### src/hw/rtl/jkiss_pkg.sv
// Shared types, constants and the xorshift step for the JKISS range generator.
`default_nettype none

package jkiss_pkg;

    localparam logic [31:0] LCG_MUL    = 32'd314527869;
    localparam logic [31:0] LCG_ADD    = 32'd1234567;
    localparam logic [31:0] MWC_MUL    = 32'd4294584393;
    localparam logic [31:0] LCG_INIT   = 32'd123456789;
    localparam logic [31:0] SHIFT_INIT = 32'd987654321;
    localparam logic [31:0] MWC_INIT   = 32'd43219876;
    localparam logic [31:0] CARRY_INIT = 32'd6543217;

    localparam int unsigned WORD_W = 32;
    localparam int unsigned CNT_W  = $clog2(WORD_W);
    localparam logic [CNT_W-1:0] CNT_LAST = CNT_W'(WORD_W - 1);

    typedef enum logic [2:0] {
        ST_IDLE,
        ST_GEN,
        ST_UPD,
        ST_DIV,
        ST_DONE
    } state_t;

    typedef struct packed {
        logic seed_load;
        logic load_in;
        logic gen;
        logic upd;
        logic div_step;
        logic out_load;
    } cmd_t;

    typedef struct packed {
        logic bounds_bad;
        logic div_last;
    } sts_t;

    function automatic logic [31:0] xorshift(input logic [31:0] w);
        logic [31:0] s;
        s = w;
        s = s ^ (s << 5);
        s = s ^ (s >> 7);
        s = s ^ (s << 22);
        return s;
    endfunction

endpackage

`default_nettype wire

### src/hw/rtl/jkiss_random_range_generator.sv
// A request with valid bounds passes through the product step, the update step,
// 32 remainder steps and the output load before its result is offered.
// A new request is taken only once the previous result has been loaded, so requests do not overlap.
// Inverted bounds go from idle straight to the output load, generator untouched.
// Reset (aresetn low, synchronous) loads the generator as for a seed of zero.
// A seed write is taken only while no request is in flight.
`default_nettype none

module jkiss_random_range_generator (
    input  wire logic        aclk,
    input  wire logic        aresetn,
    input  wire logic        s_valid,
    output logic             s_ready,
    input  wire logic [31:0] s_lower_bound,
    input  wire logic [31:0] s_upper_bound,
    output logic             m_valid,
    input  wire logic        m_ready,
    output logic [31:0]      m_bounded_value,
    output logic [31:0]      m_raw_word,
    output logic             m_bounds_error,
    input  wire logic        cfg_valid,
    output logic             cfg_ready,
    input  wire logic [63:0] cfg_data
);

    jkiss_pkg::cmd_t cmd;
    jkiss_pkg::sts_t sts;

    jkiss_ctrl u_ctrl (
        .aclk      (aclk),
        .aresetn   (aresetn),
        .s_valid   (s_valid),
        .s_ready   (s_ready),
        .m_valid   (m_valid),
        .m_ready   (m_ready),
        .cfg_valid (cfg_valid),
        .cfg_ready (cfg_ready),
        .sts       (sts),
        .cmd       (cmd)
    );

    jkiss_dp u_dp (
        .aclk            (aclk),
        .aresetn         (aresetn),
        .cmd             (cmd),
        .sts             (sts),
        .cfg_data        (cfg_data),
        .s_lower_bound   (s_lower_bound),
        .s_upper_bound   (s_upper_bound),
        .m_bounded_value (m_bounded_value),
        .m_raw_word      (m_raw_word),
        .m_bounds_error  (m_bounds_error)
    );

endmodule

`default_nettype wire

### src/hw/rtl/jkiss_ctrl.sv
// Controller: sequences generator update, restoring division and result hand-off.
`default_nettype none

module jkiss_ctrl (
    input  wire logic            aclk,
    input  wire logic            aresetn,
    input  wire logic            s_valid,
    output logic                 s_ready,
    output logic                 m_valid,
    input  wire logic            m_ready,
    input  wire logic            cfg_valid,
    output logic                 cfg_ready,
    input  wire jkiss_pkg::sts_t sts,
    output jkiss_pkg::cmd_t      cmd
);

    jkiss_pkg::state_t state_reg, state_next;
    logic              m_valid_reg, m_valid_next;
    logic              out_free;

    assign out_free = !m_valid_reg || m_ready;

    always_comb begin
        state_next = state_reg;
        unique case (state_reg)
            jkiss_pkg::ST_IDLE: begin
                if (s_valid) begin
                    state_next = sts.bounds_bad ? jkiss_pkg::ST_DONE : jkiss_pkg::ST_GEN;
                end
            end
            jkiss_pkg::ST_GEN: state_next = jkiss_pkg::ST_UPD;
            jkiss_pkg::ST_UPD: state_next = jkiss_pkg::ST_DIV;
            jkiss_pkg::ST_DIV: begin
                if (sts.div_last) begin
                    state_next = jkiss_pkg::ST_DONE;
                end
            end
            jkiss_pkg::ST_DONE: begin
                if (out_free) begin
                    state_next = jkiss_pkg::ST_IDLE;
                end
            end
            default: state_next = jkiss_pkg::ST_IDLE;
        endcase
    end

    always_comb begin
        cmd       = '0;
        s_ready   = 1'b0;
        cfg_ready = 1'b0;
        unique case (state_reg)
            jkiss_pkg::ST_IDLE: begin
                s_ready       = 1'b1;
                cfg_ready     = 1'b1;
                cmd.load_in   = s_valid;
                cmd.seed_load = cfg_valid;
            end
            jkiss_pkg::ST_GEN:  cmd.gen      = 1'b1;
            jkiss_pkg::ST_UPD:  cmd.upd      = 1'b1;
            jkiss_pkg::ST_DIV:  cmd.div_step = 1'b1;
            jkiss_pkg::ST_DONE: cmd.out_load = out_free;
            default: ;
        endcase
    end

    always_comb begin
        m_valid_next = m_valid_reg;
        if (cmd.out_load) begin
            m_valid_next = 1'b1;
        end else if (m_ready) begin
            m_valid_next = 1'b0;
        end
    end

    always_ff @(posedge aclk) begin
        if (!aresetn) begin
            state_reg   <= jkiss_pkg::ST_IDLE;
            m_valid_reg <= 1'b0;
        end else begin
            state_reg   <= state_next;
            m_valid_reg <= m_valid_next;
        end
    end

    assign m_valid = m_valid_reg;

`ifndef SYNTHESIS
    // a finished result must never overwrite one still waiting
    a_no_overwrite: assert property (@(posedge aclk) disable iff (!aresetn)
        !(cmd.out_load && m_valid_reg && !m_ready))
        else $error("result overwritten before transfer");

    a_bad_skips: assert property (@(posedge aclk) disable iff (!aresetn)
        (s_valid && s_ready && sts.bounds_bad) |=> state_reg == jkiss_pkg::ST_DONE)
        else $error("inverted bounds did not go straight to result");

    a_div_end: assert property (@(posedge aclk) disable iff (!aresetn)
        (state_reg == jkiss_pkg::ST_DIV && sts.div_last) |=> state_reg == jkiss_pkg::ST_DONE)
        else $error("division did not finish on last step");
`endif

endmodule

`default_nettype wire

### src/hw/rtl/jkiss_dp.sv
// Datapath: generator state, product registers, bit-serial modulo and result register.
`default_nettype none

module jkiss_dp (
    input  wire logic            aclk,
    input  wire logic            aresetn,
    input  wire jkiss_pkg::cmd_t cmd,
    output jkiss_pkg::sts_t      sts,
    input  wire logic [63:0]     cfg_data,
    input  wire logic [31:0]     s_lower_bound,
    input  wire logic [31:0]     s_upper_bound,
    output logic [31:0]          m_bounded_value,
    output logic [31:0]          m_raw_word,
    output logic                 m_bounds_error
);

    logic [31:0] lcg_word_reg, lcg_word_next;
    logic [31:0] shift_word_reg, shift_word_next;
    logic [31:0] mwc_word_reg, mwc_word_next;
    logic [31:0] mwc_carry_reg, mwc_carry_next;

    logic [31:0] lcg_prod_reg;
    logic [63:0] mwc_prod_reg;

    logic [31:0] lower_reg;
    logic [32:0] span_reg;
    logic        err_reg;
    logic [31:0] raw_reg;
    logic [31:0] dividend_reg;
    logic [31:0] rem_reg;
    logic [jkiss_pkg::CNT_W-1:0] cnt_reg;

    logic [31:0] bounded_reg;
    logic [31:0] raw_out_reg;
    logic        err_out_reg;

    logic [31:0] lcg_new, mwc_new;
    logic [32:0] trial;
    logic [32:0] trial_diff;

    assign sts.bounds_bad = s_upper_bound < s_lower_bound;
    assign sts.div_last   = cnt_reg == jkiss_pkg::CNT_LAST;

    assign lcg_new = lcg_prod_reg + jkiss_pkg::LCG_ADD;
    assign mwc_new = mwc_prod_reg[31:0];

    // generator state: reloaded from seed, advanced over GEN/UPD
    always_comb begin
        lcg_word_next   = lcg_word_reg;
        shift_word_next = shift_word_reg;
        mwc_word_next   = mwc_word_reg;
        mwc_carry_next  = mwc_carry_reg;
        priority if (cmd.seed_load) begin
            lcg_word_next   = jkiss_pkg::LCG_INIT + cfg_data[31:0];
            shift_word_next = jkiss_pkg::SHIFT_INIT + cfg_data[63:32];
            mwc_word_next   = jkiss_pkg::MWC_INIT;
            mwc_carry_next  = jkiss_pkg::CARRY_INIT;
        end else if (cmd.gen) begin
            shift_word_next = jkiss_pkg::xorshift(shift_word_reg);
        end else if (cmd.upd) begin
            lcg_word_next  = lcg_new;
            mwc_word_next  = mwc_new;
            mwc_carry_next = mwc_prod_reg[63:32];
        end else begin
            // state held
        end
    end

    always_ff @(posedge aclk) begin
        if (!aresetn) begin
            lcg_word_reg   <= jkiss_pkg::LCG_INIT;
            shift_word_reg <= jkiss_pkg::SHIFT_INIT;
            mwc_word_reg   <= jkiss_pkg::MWC_INIT;
            mwc_carry_reg  <= jkiss_pkg::CARRY_INIT;
        end else begin
            lcg_word_reg   <= lcg_word_next;
            shift_word_reg <= shift_word_next;
            mwc_word_reg   <= mwc_word_next;
            mwc_carry_reg  <= mwc_carry_next;
        end
    end

    // products registered before they are used
    always_ff @(posedge aclk) begin
        if (cmd.gen) begin
            lcg_prod_reg <= jkiss_pkg::LCG_MUL * lcg_word_reg;
            mwc_prod_reg <= 64'(jkiss_pkg::MWC_MUL) * 64'(mwc_word_reg)
                            + 64'(mwc_carry_reg);
        end
    end

    // restoring division: one quotient bit per cycle, only remainder kept
    assign trial      = {rem_reg, dividend_reg[31]};
    assign trial_diff = trial - span_reg;

    always_ff @(posedge aclk) begin
        if (cmd.load_in) begin
            lower_reg <= s_lower_bound;
            span_reg  <= {1'b0, s_upper_bound} - {1'b0, s_lower_bound} + 33'd1;
            err_reg   <= sts.bounds_bad;
        end
        if (cmd.upd) begin
            raw_reg      <= lcg_new + shift_word_reg + mwc_new;
            dividend_reg <= lcg_new + shift_word_reg + mwc_new;
            rem_reg      <= '0;
            cnt_reg      <= '0;
        end else if (cmd.div_step) begin
            dividend_reg <= {dividend_reg[30:0], 1'b0};
            rem_reg      <= (trial >= span_reg) ? trial_diff[31:0] : trial[31:0];
            cnt_reg      <= cnt_reg + 1'b1;
        end
        if (cmd.out_load) begin
            bounded_reg <= err_reg ? 32'd0 : rem_reg + lower_reg;
            raw_out_reg <= err_reg ? 32'd0 : raw_reg;
            err_out_reg <= err_reg;
        end
    end

    assign m_bounded_value = bounded_reg;
    assign m_raw_word      = raw_out_reg;
    assign m_bounds_error  = err_out_reg;

`ifndef SYNTHESIS
    a_rem_below_span: assert property (@(posedge aclk) disable iff (!aresetn)
        cmd.div_step |=> {1'b0, rem_reg} < span_reg)
        else $error("partial remainder not below span");

    a_err_zero: assert property (@(posedge aclk) disable iff (!aresetn)
        (cmd.out_load && err_reg) |=> (m_bounded_value == 32'd0 && m_raw_word == 32'd0
                                      && m_bounds_error))
        else $error("error result not zeroed");

    a_span_load: assert property (@(posedge aclk) disable iff (!aresetn)
        cmd.load_in |=> span_reg == {1'b0, $past(s_upper_bound)}
                                    - {1'b0, $past(s_lower_bound)} + 33'd1)
        else $error("span latched wrongly");
`endif

endmodule

`default_nettype wire

### config.mk
export PLATFORM = sky130hd
export DESIGN_NAME = jkiss_random_range_generator
export DESIGN_NICKNAME = d
export VERILOG_FILES = /design/src/hw/rtl/jkiss_pkg.sv /design/src/hw/rtl/jkiss_random_range_generator.sv /design/src/hw/rtl/jkiss_ctrl.sv /design/src/hw/rtl/jkiss_dp.sv
export SDC_FILE = /design/constraint.sdc
export NUM_CORES = 2
export LEC_CHECK = 0
export BUFFER_PORTS_ARGS = -buffer_cell sky130_fd_sc_hd__buf_2
export CAP_MARGIN = 20
export CORE_UTILIZATION = 65
export CTS_CLUSTER_DIAMETER = 40
export DETAILED_ROUTE_END_ITERATION = 10
export PLACE_DENSITY = 0.87
export SLEW_MARGIN = 20
export SYNTH_ARGS = -nofsm -noshare
export SYNTH_HDL_FRONTEND = slang
export SYNTH_SLANG_ARGS = --single-unit
### constraint.sdc
create_clock -name aclk -period 10.54 [get_ports aclk]
set_input_delay 1.054 -clock aclk [delete_from_list [all_inputs] [get_ports aclk]]
set_output_delay 1.054 -clock aclk [all_outputs]
set_load 0.02 [all_outputs]
==> run metrics <==
vias after detailed routing=40300; register area share after synthesis=23.0%; Std-Cell Core Area=79500 um^2; CTS tree=built; routed wl met3=17000 um; num ports=201; Yosys top cell area share=23.5%; data required time of the critical path=10.91 ns; H-tree depth=3; Post-CTS Repair Setup Buffers=0; Synth Warn #=0; vias in the first global route=41700; most frequent cells after synthesis=inv_1 (1121), ha_1 (769), fa_1 (618); Synth Register Bits=460; drt wl/cell=22.4 um; Starting Density=66.2%; chip height=286 um; GRT Util Overall=36.8%; setup TNS=0 ns; share of cells above drive strength 1=7.75%; Highest Clock Rate=116 MHz; RSZ-0062 raised after global routing=false; total CTS buffers=75; GPL Wtd Cong=0.989; GRT overflow=0; final net count=7044; Critical Path AT=9.00 ns; Post-synth ARST share=0%; Min Clock Period, post-route=8.63 ns; startpoint types=register; Cell Area, Synth=52600 um^2; average cell area after synthesis=9.89 um^2; clock tree root buffer cell=clkbuf_16; Hold Vio Cnt, Final=0; Met2 Routed Length=69000 um; worst slew pin tran=1.14 ns; WL final=149000 um; drt via density=6.07; Final Skew=0.0456 ns; number of flops mapped to enable cells by yosys=291; post-synth cell types=86; Post-CTS Resized=0; Pre-antenna DRT Iters=6; global-route wire length before repair=232000 um; Final setup viols=0; DRC=0; Yosys top cell by area=fa_1; Syn-to-layout area delta=9.51%; HP Class=register to register; commonest register cell after synthesis=edfxtp_1; Max FO, Critical Path=12; Die Wd=286 um; Slew headroom=22.9%; status=completed; post-DP HPWL=118000 um; Hold Buf Count CTS=0; largest net degree at the start of global routing=92; final period utilization=81.9%; Worst-Skew Late Latency=0.66 ns; Met1 Wirelength=55600 um; max cap viols=0; Clock Tree Buf Depth=3; critical path class=register to register; ANT nets after route=0; top cells by area, synth=fa_1 (24%), ha_1 (18%), edfxtp_1 (17%), inv_1 (8.0%), dfxtp_1 (6.4%); most common cell in the synthesized netlist=inv_1; antenna violations before repair=11; fill count=5358; final slew viol count=0; # rows=103; initial drt markers=3934; Syn Nets=6838; max reg flops=64; Top Metal Used=met5; clock-pin slew on the worst setup and hold paths=0.06 ns; Post-Syn Instances=5318; Clock Sinks=460; CP Capture Type=register; I/O Buffers=200; die area=82100 um^2
[cells in the final DEF, fill, tap and decap left out, types with 13 or more instances in the layout]
cell type	n
a21boi_0	14
and3_1	32
inv_6	13
inv_1	1119
nor2b_1	60
buf_4	31
buf_2	200
fa_1	618
ha_1	769
o211ai_1	52
clkbuf_16	75
o21bai_1	41
nand4_1	28
mux2_2	17
bufinv_16	13
edfxtp_1	291
nand3_1	70
and2_1	15
o31ai_1	19
nor2_1	216
nand2_1	344
nand2b_1	30
a21o_1	105
o21a_1	31
xnor2_1	253
a21oi_1	273
nor3_1	49
a211o_1	14
o21ai_1	17
a31o_2	14
o21ai_0	169
xor2_1	137
a31oi_1	28
a211oi_1	34
or3_1	15
dfxtp_1	169
[area by class of cell]
class	instances	area, um^2	area share (%)
flip-flops and latches	460	12100	21.0
clock inverters	61	920	1.60
diodes	6	15.0	0.0261
inverters	1123	4220	7.33
well taps	1050	1310	2.28
clock buffers	79	1890	3.28
repair buffers	232	1240	2.16
multi-input cells	3632	35900	62.3
[cell families (layout without fill, tap and decap cells)]
kind of cell             after synthesis  in the layout  synth area share [%]
AO/OA/AOI/OAI                        913            913                  11.2
adder cells (fa/ha/maj)             1387           1387                  41.8
AND/OR/NAND/NOR                      913            913                  8.00
XOR/XNOR                             391            391                  6.54
buffers and inverters               1226           1495                  8.80
flip-flops                           460            460                  23.0
other                                  0              6                     0
multiplexers                          28             28                 0.573
[critical path, stage by stage, from the launching register on]
cell and delay (ns):
dfxtp_1 0.49, fa_1 1.13, fa_1 0.57, fa_1 0.49, inv_1 0.05, fa_1 0.56, fa_1 0.45, fa_1 0.57
inv_1 0.07, fa_1 0.50, inv_1 0.06, fa_1 0.49, inv_1 0.04, ha_1 0.34, a21oi_2 0.18, o21ai_1 0.13
a221o_1 0.39, a21o_1 0.23, a221oi_2 0.32, nor3_1 0.15, or4_1 0.50, a31o_2 0.29, a211oi_2 0.22, xnor2_1 0.11
[metal layers]
layer	vias to the layer above	GRT usage (%)
li1	18000	-
met1	19700	46.5
met2	2191	59.9
met3	471	9.92
met4	10	15.1
met5	-	0
[final timing paths]
path	cells after the start	endpoint	start	slack, ns
setup / recovery	23	u_dp.mwc_prod_reg[62]$_DFFE_PP_	u_dp.mwc_word_reg[3]$_SDFFE_PP0P_	1.91
setup reg to reg	23	u_dp.mwc_prod_reg[62]$_DFFE_PP_	u_dp.mwc_word_reg[3]$_SDFFE_PP0P_	1.91
hold / removal	2	u_dp.mwc_carry_reg[4]$_SDFFE_PP1P_	u_dp.mwc_prod_reg[36]$_DFFE_PP_	0.46
hold reg to reg	2	u_dp.mwc_carry_reg[4]$_SDFFE_PP1P_	u_dp.mwc_prod_reg[36]$_DFFE_PP_	0.46
[stage by stage]
step	cell area [um^2]	utilization [%]	hold WS, ns	setup WS [ns]	instances
5_1_grt	57600	72.4	0.480	1.62	6638
6_report	57600	72.5	0.458	1.91	6643
3_3_place_gp	54800	68.9	0.430	2.13	6497
2_1_floorplan	52600	-	0.422	2.71	5318
3_5_place_dp	54800	68.9	0.444	2.00	6497
4_1_cts	57600	72.4	0.449	1.96	6637
Power is not shown: default switching activity piles up to over one toggle a cycle in this logic, so the estimate is an artifact.
